## config.mk

```make
export PLATFORM = sky130hd
export DESIGN_NAME = pol_cell
export DESIGN_NICKNAME = d
export VERILOG_FILES = /design/src/design/pol_pkg.sv /design/src/design/pol_cell.sv
export SDC_FILE = /design/constraint.sdc
export NUM_CORES = 1
export LEC_CHECK = 0
export BUFFER_PORTS_ARGS = -buffer_cell sky130_fd_sc_hd__buf_2
export CAP_MARGIN = 10
export CORE_ASPECT_RATIO = 1.5
export CORE_MARGIN = 1.5
export CORE_UTILIZATION = 40
export CTS_CLUSTER_SIZE = 8
export DETAILED_ROUTE_END_ITERATION = 16
export PLACE_DENSITY = 0.77
export SLEW_MARGIN = 20
export SYNTH_ARGS = -nofsm -noshare
export SYNTH_HDL_FRONTEND = slang
export SYNTH_SLANG_ARGS = --single-unit
```

## constraint.sdc

```tcl
create_clock -name clock -period 2.4 [get_ports clock]
set_input_delay 0 -clock clock [delete_from_list [all_inputs] [get_ports clock]]
set_output_delay 0 -clock clock [all_outputs]
set_load 0.01 [all_outputs]
```

## src/design/pol_pkg.sv

```systemverilog
// Shared types and constants for the positional ordered list.
// No dependencies; used by every module in this folder.
package pol_pkg;

   localparam int CAPACITY_DEF = 64;

   // Item field widths
   localparam int ACT_W    = 2;
   localparam int POS_W    = 7;
   localparam int VAL_W    = 32;
   localparam int STATUS_W = 2;
   localparam int COUNT_W  = 7;

   // Index/count width broadcast along the chain, wide enough for any capacity up to 4095
   localparam int IDX_W = 12;

   // Reduction tree: fan-in per node and number of registered levels
   localparam int FAN         = 8;
   localparam int TREE_LEVELS = 4;

   // Leaf word: {hit, read data}
   localparam int WORD_W = VAL_W + 1;

   localparam logic [ACT_W-1:0] ACT_INSERT = 2'd0;
   localparam logic [ACT_W-1:0] ACT_REMOVE = 2'd1;
   localparam logic [ACT_W-1:0] ACT_GET    = 2'd2;
   localparam logic [ACT_W-1:0] ACT_FIND   = 2'd3;

   localparam logic [STATUS_W-1:0] STATUS_DONE   = 2'd0;
   localparam logic [STATUS_W-1:0] STATUS_BADPOS = 2'd1;
   localparam logic [STATUS_W-1:0] STATUS_FULL   = 2'd2;

   // Command broadcast to every cell
   typedef struct packed {
      logic             load;
      logic             ins_en;
      logic             rem_en;
      logic             get_en;
      logic             find_en;
      logic [IDX_W-1:0] idx;
      logic [IDX_W-1:0] cnt;
      logic [VAL_W-1:0] key;
   } pol_cmd_type;

endpackage

```

## src/design/pol_cell.sv

```systemverilog
// One list entry: holds a value, shifts to/from its neighbours, and registers
// its local find/get contribution. Depends on pol_pkg.
module pol_cell import pol_pkg::*; #(
   parameter int INDEX = 0
) (
   input  logic              clock,
   input  pol_cmd_type       cmd,
   input  logic [VAL_W-1:0]  left_val,
   input  logic [VAL_W-1:0]  right_val,
   output logic [VAL_W-1:0]  cell_val,
   output logic [WORD_W-1:0] leaf_word
);

   localparam logic [IDX_W-1:0] ME      = IDX_W'(INDEX);
   localparam logic [IDX_W-1:0] ME_NEXT = IDX_W'(INDEX + 1);

   logic [VAL_W-1:0]  val_ff, val_in;
   logic [WORD_W-1:0] leaf_ff, leaf_in;
   logic              hit;
   logic [VAL_W-1:0]  rd;

   always_comb begin
      val_in = val_ff;
      if (cmd.load) begin
         if (cmd.ins_en) begin
            if (ME == cmd.idx) begin
               val_in = cmd.key;
            end else if (ME > cmd.idx && ME <= cmd.cnt) begin
               val_in = left_val;
            end
         end else if (cmd.rem_en) begin
            if (ME >= cmd.idx && ME_NEXT < cmd.cnt) begin
               val_in = right_val;
            end
         end
      end
   end

   // Contribution uses the contents before this item's update
   always_comb begin
      hit     = cmd.find_en && (ME < cmd.cnt) && (val_ff == cmd.key);
      rd      = (cmd.get_en && ME == cmd.idx) ? val_ff : '0;
      leaf_in = cmd.load ? {hit, rd} : leaf_ff;
   end

   always_ff @(posedge clock) begin
      val_ff  <= val_in;
      leaf_ff <= leaf_in;
   end

   assign cell_val  = val_ff;
   assign leaf_word = leaf_ff;

endmodule

```

# Yosys cells after proc, flatten, opt, wreduce, memory -nomap -nowiden
# Index checks and enable logic that the tools add are counted.
totals:
  reg_bits: 65
  latchBits: 0
  mem_bits_rw: 0
  rom_bits: 0
  inputBits: 126
  output_inout_bits: 65
  word_cells: 24
  memories: 0
classes:
  add_sub_neg: 0
  multipliers: 0
  div_mod_pow: 0
  n_lt_le_gt_ge: 5
  eq_ne: 2
  shift: 0
  muxes: 5
  bitwise: 0
  n_reduce_logical: 9
op_table:
  columns: ["operator", "n"]
  rows:
  - ["$mux W32", 5]
  - ["$eq A32 B32 Y1", 1]
  - ["$lt A1 B12 Y1 const A", 2]
  - ["$ge A1 B12 Y1 const A", 1]
  - ["$gt A1 B12 Y1 const A", 1]
  - ["$le A1 B12 Y1 const A", 1]
  - ["$logic_not A12 Y1", 1]
  - ["$logic_and A1 B1 Y1", 5]
  - ["$reduce_and A4 Y1", 1]
  - ["$reduce_bool A2 Y1", 2]
  - ["$ne A3 B1 Y1 const B", 1]

# Depth between registers and ports, before layout
# Gate-level depths: netlist of the first run.
depth:
  ltp_word: 5
  depth_mapped: 6
  ltp_nobuf: 4

# Worst setup path before layout of the first run
# OpenSTA, ideal clock, no wires.
synth_path:
  path_type: "in2reg"
  start: "input port cmd[48] in the netlist's numbering"
  end: "register val_ff[0], in the netlist cell_val[0] (enable)"
  setup_ps: 421
  t_arrival_ps: 2130
  required_ps: 1979
  path_slack_ps: -151
  path_stages: 5
  n_path_buf: 1
  cell_sequence: "nor4_2 and3_1 clkbuf_1 nand2_1 nor2_1"
synth_between:
  elab_chain_cells: 4
  elab_cells_between_ends: 8
  cone_classes: "order compare: 2; eq/ne: 1; reduce/logical: 5"
synth_rtl:
  columns: ["element", "line", "text"]
  rows:
  - ["from (decl)", "pol_cell.sv:7", "input pol_cmd_type cmd,"]
  - ["$gt A1 B12 Y1 or $ge A1 B12 Y1 (tied branches)", "pol_cell.sv:28, pol_cell.sv:32", null]
  - ["$logic_and A1 B1 Y1, on equally long branches", "pol_cell.sv:28, pol_cell.sv:32", null]
  - ["$ne A3 B1 Y1 (no line) or $reduce_bool A2 Y1 (tied branches)", null, null]
  - ["$reduce_and A4 Y1 (no line) (*)", null, null]
  - ["to (signal assigned)", "pol_cell.sv:47", "val_ff <= val_in;"]
  - ["to (decl)", "pol_cell.sv:17", "logic [VAL_W-1:0] val_ff, val_in;"]
# Every way passes the cells marked *; elsewhere a longest branch is shown, timed or not.
# A chain may end at the register's enable or synchronous reset.

# Final worst setup path of the first run
layout_path:
  start: "register val_ff[22], in the netlist cell_val[22]"
  end: "register leaf_ff[32], in the netlist leaf_word[32], data pin"
layout_between:
  elab_chain_cells: 2
layout_rtl:
  columns: ["element", "line", "text"]
  rows:
  - ["$eq A32 B32 Y1", "pol_cell.sv:41", "hit = cmd.find_en && (ME < cmd.cnt) && (val_ff == cmd.key);"]
  - ["$logic_and A1 B1 Y1", "pol_cell.sv:41", null]
  - ["via hit", "pol_cell.sv:19", "logic hit;"]
  - ["to (signal assigned)", "pol_cell.sv:48", "leaf_ff <= leaf_in;"]
  - ["to (decl)", "pol_cell.sv:18", "logic [WORD_W-1:0] leaf_ff, leaf_in;"]
# The timed path passes the listed nets, and every way through them passes these cells.

==> Implementation_results.wiki, run 1 <==
{| class="wikitable"
! Metric !! Value
|-
| Number of flip-flops and latches in the synthesized netlist || 65
|-
| Worst slack at placement || 0.684 ns
|-
| Buffers on Ports || 190
|-
| Worst EP required || 2.56 ns
|-
| Kind of start point of the critical path || flop
|-
| Rows || 40
|-
| Resized cells post-CTS || 0
|-
| Worst IR drop on VDD || 0.520 mV
|-
| Share of synthesized area occupied by flip-flops and latches || roughly 60%
|-
| Critical path class || flop to flop
|-
| Clock network latency to the later pin of the worst-skew pair || 0.33 ns
|-
| Setup repair bufs after CTS || 0
|-
| Total chip power || roughly 3 mW
|-
| Leak Pwr || between 2 and 2.5 nW
|-
| Instance count of the mapped netlist || approximately 300
|-
| Vias || 3089
|-
| Proportion of layout cells with a drive suffix above 1 || 44.5%
|-
| Final Hold Fails || 0
|-
| Post-synthesis async set-or-reset flop share || 0%
|-
| Number of H-tree levels || 3
|-
| Fraction of synthesized cell area taken by the top area cell type || approximately three fifths
|-
| Maximum number of pins on one net before global-route repair || 33
|-
| Worst Max-Slew Pin Slew || ~0.45 ns
|-
| Number of clock buffers inserted by TritonCTS || 9
|-
| Global-route wire length before repair || ~15000 microns
|-
| Hold Path End || cell_val[20]$_DFFE_PP_
|-
| Power density cells || 646 nW/um^2
|-
| Count of nets left with antenna violations after detail routing || 0
|-
| Combined global-route utilization of all metal layers || 22.8%
|-
| Vias/cell || 5.13
|-
| Depth of the worst hold-timing path || 3
|-
| DRC || 0
|-
| Worst r2r dst || leaf_word[32]$_DFFE_PP_
|-
| Signed area change from the synthesized netlist to the final layout || 43.0%
|-
| Synth area leader || edfxtp_1
|-
| Netlist cell types || 17
|-
| Die Y || 114 microns
|-
| Achievable frequency || 627 MHz
|-
| Total non-filler cell area in the finished layout || between 4000 and 5000 sq um
|-
| Number of cells on the worst reg-to-reg path || 4
|-
| Total placed instance area || 4320 sq um
|-
| Starting DRT DRC Count || 226
|-
| Fin worst setup slack || 0.805 ns
|-
| Post-synth net total || between 400 and 500
|-
| GR Overflow Total || 0
|-
| Syn Area/Cell || ~11 sq um
|-
| Post-synth design cell area || 3260 sq um
|-
| Nature of the critical path endpoint || flop
|-
| YS warnings || 0
|-
| Most numerous cell types in the synthesized netlist || edfxtp_1, nand2_1, and3_1, nor2_1, a31oi_1
|-
| Setup skew after layout || 0.00758 ns
|-
| Hold Buf Count CTS || 0
|-
| Clock sink count || 65
|-
| Slew HR || 69.6%
|-
| Fin Hold WS || between 0.015 and 0.02 ns
|-
| Width of the die || ~77 microns
|-
| Number of global-route vias before repair || ~3000
|-
| Min-delay worst type || input port to flop
|-
| Top cells by area in the synthesized netlist || edfxtp_1, xor2_1, nand2_1, and3_1, a31oi_1
|-
| Startpoint of the lowest-slack register-to-register path || cell_val[22]$_DFFE_PP_
|-
| Number of max-capacitance violations reported || 0
|-
| Pins Over Slew Limit || 0
|-
| Maximum buffer depth of the clock tree || 2
|-
| Die outline area || 8710 sq um
|-
| CTS tree || built
|-
| Core ar. || about 8000 sq um
|-
| Number of flops mapped to enable cells by yosys || 65
|-
| Setup TNS || 0 ns
|-
| Diode insertion count for antenna repair || 0
|-
| CP Max Fanout || 3
|-
| Initial antenna violation count || 0
|-
| Final Non-Filler Cells || between 600 and 700
|-
| Final net count || 618
|-
| Share of the clock period used by the worst path || 66.5%
|-
| Pre-antenna DRT Iters || 5
|-
| Clock transition at the register clock pins on the worst setup and hold paths after CTS || 0.05 ns
|-
| Most used flip-flop cell after synthesis || edfxtp_1
|-
| Number of cells in the design after placement || between 500 and 600
|-
| WP data arrival || roughly 1.8 ns
|-
| Routed wire per std cell || 16.5 microns
|-
| Final setup violation count || 0
|-
| Slack of the worst reg-to-reg path || 0.81 ns
|-
| Tmin final || roughly 1.6 ns
|-
| Outcome || completed
|-
| Starting density of the core || 40.9%
|-
| Detailed placer's ending HPWL || 7830 microns
|-
| Total wirelength of the detailed-routed design || 9910 microns
|-
| Number of primary I/O pins || roughly 190
|-
| Unrepaired setup endpoints after global routing || no
|-
| Final core occ || 58.6%
|-
| Clk root buf || clkbuf_16
|-
| Hold Path Origin || right_val[20]
|-
| Final weighted congestion of routability-driven global placement || roughly 0.9
|}
power by group:
group          switching [mW]  total, mW  internal, mW
registers             0.00411       1.27          1.27
logic                   0.137      0.263         0.126
clock network           0.467       1.48          1.01
total                   0.608       3.01          2.41
layer usage:
layer	GRT usage (%)	share of wire, %
met1	25.4	35
met2	40.8	53
met3	4.80	7.0
met4	11.9	4.2
met5	0	0
worst max-delay path by stage:
stage | from | to | slack (ns) | cells after the start
2_1_floorplan | cmd[48] | cell_val[0]$_DFFE_PP_ | 0.37 | 5
3_3_place_gp | cmd[47] | cell_val[5]$_DFFE_PP_ | 0.72 | 6
3_5_place_dp | cmd[47] | cell_val[9]$_DFFE_PP_ | 0.68 | 6
4_1_cts | cell_val[22]$_DFFE_PP_ | leaf_word[32]$_DFFE_PP_ | 0.81 | 4
5_1_grt | cell_val[21]$_DFFE_PP_ | leaf_word[32]$_DFFE_PP_ | 0.72 | 4
6_report | cell_val[22]$_DFFE_PP_ | leaf_word[32]$_DFFE_PP_ | 0.81 | 4
critical path, cell delays in order, from the launching register on:
cell	delay [ns]
edfxtp_1	0.44
xor2_1	0.21
nor4_1	0.42
nand4_1	0.16
nor3_1	0.20
cell families after synthesis:
kind of cell | share of synthesized area, %
buf+inv | 3.30
compound gates | 6.57
simple gates | 21.6
xor+xnor | 8.60
flops | 59.9
flip-flops by register name, summed over array words and instances (netlist names):
signal	count
leaf_word	33
cell_val	32
cells in the final DEF (no fill, tap or decap):
cell type   count
xor2_1         31
o2111ai_1       1
nor3_1          3
nand2_1        65
and3_1         32
bufinv_16       3
clkbuf_16       9
nand3_1         3
a31oi_1        32
and3_2          1
buf_2         190
edfxtp_1       65
xnor2_1         1
nor2_4          1
nor2_1         32
clkinvlp_4      2
clkinv_2        1
nand4_1         1
nor4_2          3
a21oi_1         1
clkinv_4        1
buf_4          10
nor4_1          9
cell type report:
cell class                 instances  area [sq um]
fill                             706          3300
sequential                        65          1950
multi-input combinational        216          1210
timing repair buffer             200          1030
clock buffer                       9           225
tap                              105           131
clock inverter                     7           119
No activity file was read; power rests on OpenSTA's default activity.
==> run 2: changes to the inputs <==
--- a/config.mk
+++ b/config.mk
@@ -12,7 +12,7 @@
 export CORE_UTILIZATION = 40
 export CTS_CLUSTER_SIZE = 8
 export DETAILED_ROUTE_END_ITERATION = 16
-export PLACE_DENSITY = 0.77
+export PLACE_DENSITY = 0.74
 export SLEW_MARGIN = 20
 export SYNTH_ARGS = -nofsm -noshare
 export SYNTH_HDL_FRONTEND = slang
==> constraint.sdc (replaced) <==
create_clock -name clock -period 1.53 [get_ports clock]
set_input_delay 0 -clock clock [delete_from_list [all_inputs] [get_ports clock]]
set_output_delay 0 -clock clock [all_outputs]
set_load 0.01 [all_outputs]
==> run 2 against run 1 <==
Compared with the run above:
- sequential cell count unchanged
- power increased by 47%
- sequential power increased by 57%
- critical endpoint unchanged
- highest routed layer unchanged
==> Implementation_results.wiki, run 2 (same netlist as run 1, synthesis figures left out) <==
{| class="wikitable"
! Metric !! Value
|-
| Number of cells on the worst reg-to-reg path || 4 (unchanged)
|-
| Achievable frequency || 691 MHz (+10%)
|-
| Maximum buffer depth of the clock tree || 2 (unchanged)
|-
| Switching share of power || 22.2% (+2.0 points)
|-
| Pins Over Slew Limit || 0 (unchanged)
|-
| Hold Path Origin || right_val[19]
|-
| Final weighted congestion of routability-driven global placement || 0.922 (+2.0%)
|-
| Combined global-route utilization of all metal layers || 23.3% (+0.46 points)
|-
| Routed wire per std cell || 16.6 microns (+1.1%)
|-
| Clock sink count || 65 (unchanged)
|-
| Critical path class || flop to flop
|-
| Rows || 40 (unchanged)
|-
| Cell with the largest stage delay on the worst path || edfxtp_1
|-
| Power density cells || 935 nW/um^2 (+45%)
|-
| Clock network latency to the later pin of the worst-skew pair || 0.33 ns (about the same)
|-
| Clock transition at the register clock pins on the worst setup and hold paths after CTS || 0.06 ns (about the same)
|-
| Reg power frac || 45.0% (+2.8 points)
|-
| Number of max-capacitance violations reported || 0 (unchanged)
|-
| Diode insertion count for antenna repair || 0 (unchanged)
|-
| Worst r2r dst || leaf_word[32]$_DFFE_PP_
|-
| Final Hold Fails || 0 (unchanged)
|-
| Hold Path End || cell_val[19]$_DFFE_PP_
|-
| Die Y || 114 microns (unchanged)
|-
| Met3 WL post-DR || 506 microns (-27%)
|-
| Number of flip-flops under the largest register name || 33 (unchanged)
|-
| Fraction of power consumed by combinational cells || 9.9% (+1.2 points)
|-
| Worst Max-Slew Pin Slew || 0.467 ns (+0.0148 ns)
|-
| Setup skew after layout || 0.00239 ns (-0.00520 ns)
|-
| Signed area change from the synthesized netlist to the final layout || 45.5%
|-
| Final Non-Filler Cells || 605 (+0.50%)
|-
| Die outline area || 8710 sq um (unchanged)
|-
| Kind of start point of the critical path || flop
|-
| Share of total power in the clock network || 45.2% (-3.9 points)
|-
| Vias || 3101 (+0.39%)
|-
| Power dissipated by switching net loads || 985 uW (+62%)
|-
| Global-route wire length before repair || 15200 microns (+1.4%)
|-
| Outcome || completed
|-
| Slack of the worst reg-to-reg path || 0.08 ns (-0.72 ns)
|-
| Tmin final || 1.45 ns (-0.148 ns)
|-
| DRC || 0 (unchanged)
|-
| Width of the die || 76.7 microns (unchanged)
|-
| Starting density of the core || 40.9% (unchanged)
|-
| Number of cells in the design after placement || 588 (+0.34%)
|-
| Filler instances || 686 (-2.8%)
|-
| M1 WL || 3830 microns (+9.5%)
|-
| Initial antenna violation count || 0 (unchanged)
|-
| Depth of the worst hold-timing path || 3 (unchanged)
|-
| Buffers on Ports || 190 (unchanged)
|-
| Maximum number of pins on one net before global-route repair || 37 (+12%)
|-
| Most common cell after layout, fill and taps aside || buf_2
|-
| Routed wire length on met2 || 5390 microns (+1.8%)
|-
| GR Overflow Total || 0 (unchanged)
|-
| Starting DRT DRC Count || 231 (+2.2%)
|-
| WP data arrival || 1.62 ns (-0.13 ns)
|-
| Number of clock buffers inserted by TritonCTS || 9 (unchanged)
|-
| Nature of the critical path endpoint || flop
|-
| Series of cell instances along the critical path || xor2_1, nor4_2, o2111ai_1, nor3_2
|-
| Number of global-route vias before repair || 2993 (-0.20%)
|-
| CP Max Fanout || 3 (unchanged)
|-
| Hold Buf Count CTS || 0 (unchanged)
|-
| Final net count || 621 (+0.49%)
|-
| Commonest non-fill, non-tap cells in the layout || buf_2, edfxtp_1, nand2_1
|-
| Count of nets left with antenna violations after detail routing || 0 (unchanged)
|-
| Share of the clock period used by the worst path || 94.6% (+28 points)
|-
| Worst IR drop on VDD || 0.509 mV (-2.2%)
|-
| Vias/cell || 5.13 (-0.11%)
|-
| Int Power || 3.45 mW (+43%)
|-
| Proportion of layout cells with a drive suffix above 1 || 46.0% (+1.5 points)
|-
| Detailed placer's ending HPWL || 7820 microns (-0.18%)
|-
| Number of primary I/O pins || 191 (unchanged)
|-
| Crit path largest cell delay || 0.43 ns (about the same)
|-
| Unrepaired setup endpoints after global routing || yes
|-
| Pre-antenna DRT Iters || 4 (-1)
|-
| Number of H-tree levels || 3 (unchanged)
|-
| Final setup violation count || 0 (unchanged)
|-
| Min-delay worst type || input port to flop
|-
| CTS tree || built
|-
| Core ar. || 7960 sq um (unchanged)
|-
| Clk root buf || clkbuf_16
|-
| Setup TNS || 0 ns (unchanged)
|-
| Total wirelength of the detailed-routed design || 10100 microns (+1.6%)
|-
| Slew HR || 68.9% (-0.71 points)
|-
| Leak Pwr || 2.25 nW (+0.62%)
|-
| Uppermost layer routed || met4
|-
| Startpoint of the lowest-slack register-to-register path || cell_val[31]$_DFFE_PP_
|-
| Worst EP required || 1.70 ns (-0.86 ns)
|}
==> run 2: cell types whose count changed in the layout (fill, tap and decap cells not counted), sizes merged <==
cell      change
clkinv        +1
clkinvlp      +1
buf           +3
bufinv        -2
==> run 2: power groups by stage <==
| stage | clock network, mW | logic (mW) | registers [mW] |
|---|---|---|---|
| 2_1_floorplan | 0 | 0.136 | 2.04 |
| 3_3_place_gp | 0 | 0.425 | 2.03 |
| 3_5_place_dp | 0 | 0.433 | 2.03 |
| 4_1_cts | 2.02 | 0.439 | 1.99 |
| 5_1_grt | 2.09 | 0.481 | 1.99 |
| 6_report | 2.00 | 0.438 | 1.99 |
==> run 2: layout make-up <==
class | count | area, sq um | area share [%]
repair buffers | 203 | 1090 | 22.9
clock inverters | 7 | 71.3 | 1.50
clock buffers | 9 | 225 | 4.75
multi-input cells | 216 | 1270 | 26.9
well taps | 105 | 131 | 2.77
flip-flops and latches | 65 | 1950 | 41.2
==> run 2: metal layers <==
metal | global-route usage (%) | vias up
met5 | 0 | -
met1 | 26.1 | 1454
li1 | - | 1478
met4 | 12.2 | 0
met2 | 42.8 | 144
met3 | 2.88 | 25
==> run 2: metrics by stage <==
stage | setup slack [ns] | cell area (sq um) | total power, mW | utilization, % | hold WS (ns)
after floorplan | -0.0409 | 3310 | 2.18 | - | 0.112
after global placement | -0.00929 | 4410 | 2.45 | 55.4 | 0.337
after detailed placement | -0.0444 | 4410 | 2.46 | 55.4 | 0.347
after CTS | 0.0296 | 4730 | 4.45 | 59.4 | 0.00966
after global routing | -0.0227 | 4740 | 4.56 | 59.6 | 0.0370
final | 0.0831 | 4740 | 4.43 | 59.6 | 0.0145
==> run 2: what timing repair did <==
action	4_1_cts	5_1_grt
endpoints found under the setup margin	1	1
endpoints found under the hold margin	0	0
buffers inserted	0	1
pin swaps	1	2
gates resized for setup	4	1
==> run 2: worst max-delay path, delay by kind of cell (launching register included) <==
family                    cells  cell delay [ns]
xor gates and xnor gates      1             0.18
and+or+nand+nor               2             0.52
DFF                           1             0.43
AOI/OAI and AO/OA             1             0.17
==> run 2: worst max-delay path by stage <==
stage | start | end | slack [ns] | cells after the start
global route | cell_val[21]$_DFFE_PP_ | leaf_word[32]$_DFFE_PP_ | -0.02 | 5
global placement | cell_val[22]$_DFFE_PP_ | leaf_word[32]$_DFFE_PP_ | -0.009 | 4
finish | cell_val[31]$_DFFE_PP_ | leaf_word[32]$_DFFE_PP_ | 0.08 | 4
floorplan | cmd[52] | cell_val[0]$_DFFE_PP_ | -0.04 | 5
detailed placement | cell_val[17]$_DFFE_PP_ | leaf_word[32]$_DFFE_PP_ | -0.04 | 4
CTS | cell_val[14]$_DFFE_PP_ | leaf_word[32]$_DFFE_PP_ | 0.03 | 5
==> run 3: changes to the inputs <==
--- a/config.mk
+++ b/config.mk
@@ -5,14 +5,14 @@
 export SDC_FILE = /design/constraint.sdc
 export NUM_CORES = 1
 export LEC_CHECK = 0
-export BUFFER_PORTS_ARGS = -buffer_cell sky130_fd_sc_hd__buf_2
 export CAP_MARGIN = 10
 export CORE_ASPECT_RATIO = 1.5
 export CORE_MARGIN = 1.5
-export CORE_UTILIZATION = 40
+export CORE_UTILIZATION = 63
 export CTS_CLUSTER_SIZE = 8
 export DETAILED_ROUTE_END_ITERATION = 16
-export PLACE_DENSITY = 0.74
+export DONT_BUFFER_PORTS = 1
+export PLACE_DENSITY = 0.79
 export SLEW_MARGIN = 20
 export SYNTH_ARGS = -nofsm -noshare
 export SYNTH_HDL_FRONTEND = slang
==> run 3 against run 2 <==
Compared with the run above:
- first-iteration DRC count grew 18%
- sequential power barely moved
- register-to-register slack worse by 0.03 ns
- routed wire length rose by 5.8%
- worst hold slack improved by 0.021 ns
- critical path type is now input port to flop
==> Implementation_results.wiki, run 3 (same netlist as run 1, synthesis figures left out) <==
{| class="wikitable"
! Metric !! Value
|-
| Hold Path Origin || cmd[59]
|-
| Clock sink count || 65 (unchanged)
|-
| Width of the die || 61.7 microns (-20%)
|-
| Final net count || 512 (-18%)
|-
| Maximum number of pins on one net before global-route repair || 63 (+70%)
|-
| Diode insertion count for antenna repair || 0 (unchanged)
|-
| Pre-antenna DRT Iters || 5 (+1)
|-
| Buffers on Ports || 0 (-100%)
|-
| CTS tree || built
|-
| Number of global-route vias before repair || 3040 (+1.6%)
|-
| Setup TNS || 0 ns (unchanged)
|-
| DRC || 0 (unchanged)
|-
| Startpoint of the lowest-slack register-to-register path || cell_val[27]$_DFFE_PP_
|-
| Number of clock buffers inserted by TritonCTS || 9 (unchanged)
|-
| Clock network latency to the later pin of the worst-skew pair || 0.34 ns (about the same)
|-
| Share of the clock period used by the worst path || 97.5% (+3.0 points)
|-
| CP Max Fanout || 33 (+30)
|-
| Achievable frequency || 670 MHz (-3.0%)
|-
| Total wirelength of the detailed-routed design || 10600 microns (+5.8%)
|-
| Power density cells || 818 nW/um^2 (-13%)
|-
| Maximum buffer depth of the clock tree || 2 (unchanged)
|-
| Final setup violation count || 0 (unchanged)
|-
| Worst Max-Slew Pin Slew || 0.914 ns (+0.447 ns)
|-
| Final Hold Fails || 0 (unchanged)
|-
| Crit path largest cell delay || 0.58 ns (+0.15 ns)
|-
| Nature of the critical path endpoint || flop
|-
| Leak Pwr || 1.76 nW (-22%)
|-
| Starting density of the core || 66.7% (+26 points)
|-
| Core ar. || 4890 sq um (-39%)
|-
| Count of nets left with antenna violations after detail routing || 0 (unchanged)
|-
| WP data arrival || 1.70 ns (+0.08 ns)
|-
| Die Y || 91.1 microns (-20%)
|-
| Commonest non-fill, non-tap cells in the layout || dlygate4sd3_1, edfxtp_1, nand2_1
|-
| Number of max-capacitance violations reported || 0 (unchanged)
|-
| Critical path class || input port to flop
|-
| Worst EP required || 1.74 ns (+0.04 ns)
|-
| Final weighted congestion of routability-driven global placement || 0.766 (-17%)
|-
| Vias/cell || 6.38 (+24%)
|-
| Detailed placer's ending HPWL || 6070 microns (-22%)
|-
| Setup skew after layout || 0.0102 ns (+0.00778 ns)
|-
| Hold Path End || cell_val[28]$_DFFE_PP_
|-
| Min-delay worst type || input port to flop
|-
| Starting DRT DRC Count || 272 (+18%)
|-
| Worst r2r dst || leaf_word[32]$_DFFE_PP_
|-
| Outcome || completed
|-
| Setup repair bufs after CTS || 0 (unchanged)
|-
| Number of H-tree levels || 3 (unchanged)
|-
| Routed wire per std cell || 23.3 microns (+40%)
|-
| Worst IR drop on VDD || 0.677 mV (+33%)
|-
| Slack of the worst reg-to-reg path || 0.05 ns (-0.03 ns)
|-
| Tmin final || 1.49 ns (+0.0455 ns)
|-
| Global-route wire length before repair || 15100 microns (-0.45%)
|-
| Depth of the worst hold-timing path || 2 (-1)
|-
| Signed area change from the synthesized netlist to the final layout || 34.6%
|-
| Most common cell after layout, fill and taps aside || dlygate4sd3_1
|-
| Clock transition at the register clock pins on the worst setup and hold paths after CTS || 0.07 ns (about the same)
|-
| Combined global-route utilization of all metal layers || 38.4% (+15 points)
|-
| Number of cells on the worst reg-to-reg path || 4 (unchanged)
|-
| Filler instances || 196 (-71%)
|-
| Kind of cell adding the most delay to the critical path || buffers and inverters
|-
| Final core occ || 89.7% (+30 points)
|-
| Series of cell instances along the critical path || nor4_4, and3_4, buf_12, nand2_1, a31oi_1, dlygate4sd3_1
|-
| Kind of start point of the critical path || input port
|-
| GR Overflow Total || 0 (unchanged)
|-
| Initial antenna violation count || 0 (unchanged)
|-
| Slew HR || 38.9% (-30 points)
|-
| Die outline area || 5620 sq um (-35%)
|-
| Cell with the largest stage delay on the worst path || dlygate4sd3_1
|-
| Rows || 31 (-23%)
|-
| Pins Over Slew Limit || 0 (unchanged)
|-
| Number of flip-flops under the largest register name || 33 (unchanged)
|-
| Vias || 2909 (-6.2%)
|-
| Worst path bufs/invs || 2 (+2)
|-
| Number of primary I/O pins || 191 (unchanged)
|-
| Proportion of layout cells with a drive suffix above 1 || 12.3% (-34 points)
|-
| Clk root buf || clkbuf_8
|}
## run 3: report_power, final
group	switching, mW	total (mW)	internal [mW]
logic	0.174	0.394	0.221
registers	0.0236	2.01	1.99
clock network	0.628	1.18	0.553
total	0.826	3.59	2.76
## run 3: stage by stage
stage / worst slack (ns) / cell area [sq um] / power (mW) / hold WS (ns) / instances
after floorplan: -0.0409 / 3310 / 2.18 / 0.112 / 301
after global routing: -0.00538 / 4380 / 3.70 / 0.0543 / 456
after CTS: 0.0386 / 4360 / 3.54 / 0.0215 / 456
after detailed placement: 0.0105 / 3470 / 2.19 / 0.114 / 371
after global placement: 0.0715 / 3470 / 2.18 / 0.114 / 371
final: 0.0377 / 4380 / 3.59 / 0.0352 / 456
## run 3: what timing repair did
| item | 4_1_cts | 5_1_grt |
|---|---|---|
| endpoints found under the hold margin | 101 | 0 |
| setup endpoints to repair | 1 | 21 |
| pin swaps | 0 | 0 |
| hold buffers | 70 | 0 |
| resized for setup | 2 | 6 |
## run 3: worst max path at each step
stage / startpoint / to / slack (ns) / cells past startpoint
3_5_place_dp: cell_val[2]$_DFFE_PP_ / leaf_word[32]$_DFFE_PP_ / 0.01 / 4
4_1_cts: cell_val[27]$_DFFE_PP_ / leaf_word[32]$_DFFE_PP_ / 0.04 / 4
6_report: cmd[55] / cell_val[19]$_DFFE_PP_ / 0.04 / 6
2_1_floorplan: cmd[52] / cell_val[0]$_DFFE_PP_ / -0.04 / 5
5_1_grt: cmd[55] / cell_val[19]$_DFFE_PP_ / -0.005 / 6
3_3_place_gp: cell_val[25]$_DFFE_PP_ / leaf_word[32]$_DFFE_PP_ / 0.07 / 4
## run 3: per-layer routing
layer	up-vias	track usage, %	part of all wire (%)
met5	-	0	0
met4	0	20.9	5.2
met3	47	12.0	9.5
met2	254	66.2	54
met1	1350	38.5	32
li1	1258	-	-
## run 3: cell type report
class | count | area, sq um | area share (%)
clock inverter | 6 | 26.3 | 0.599
sequential | 65 | 1950 | 44.5
timing repair buffer | 94 | 930 | 21.2
multi-input combinational | 216 | 1270 | 29.0
clock buffer | 9 | 124 | 2.83
tap | 66 | 82.6 | 1.88
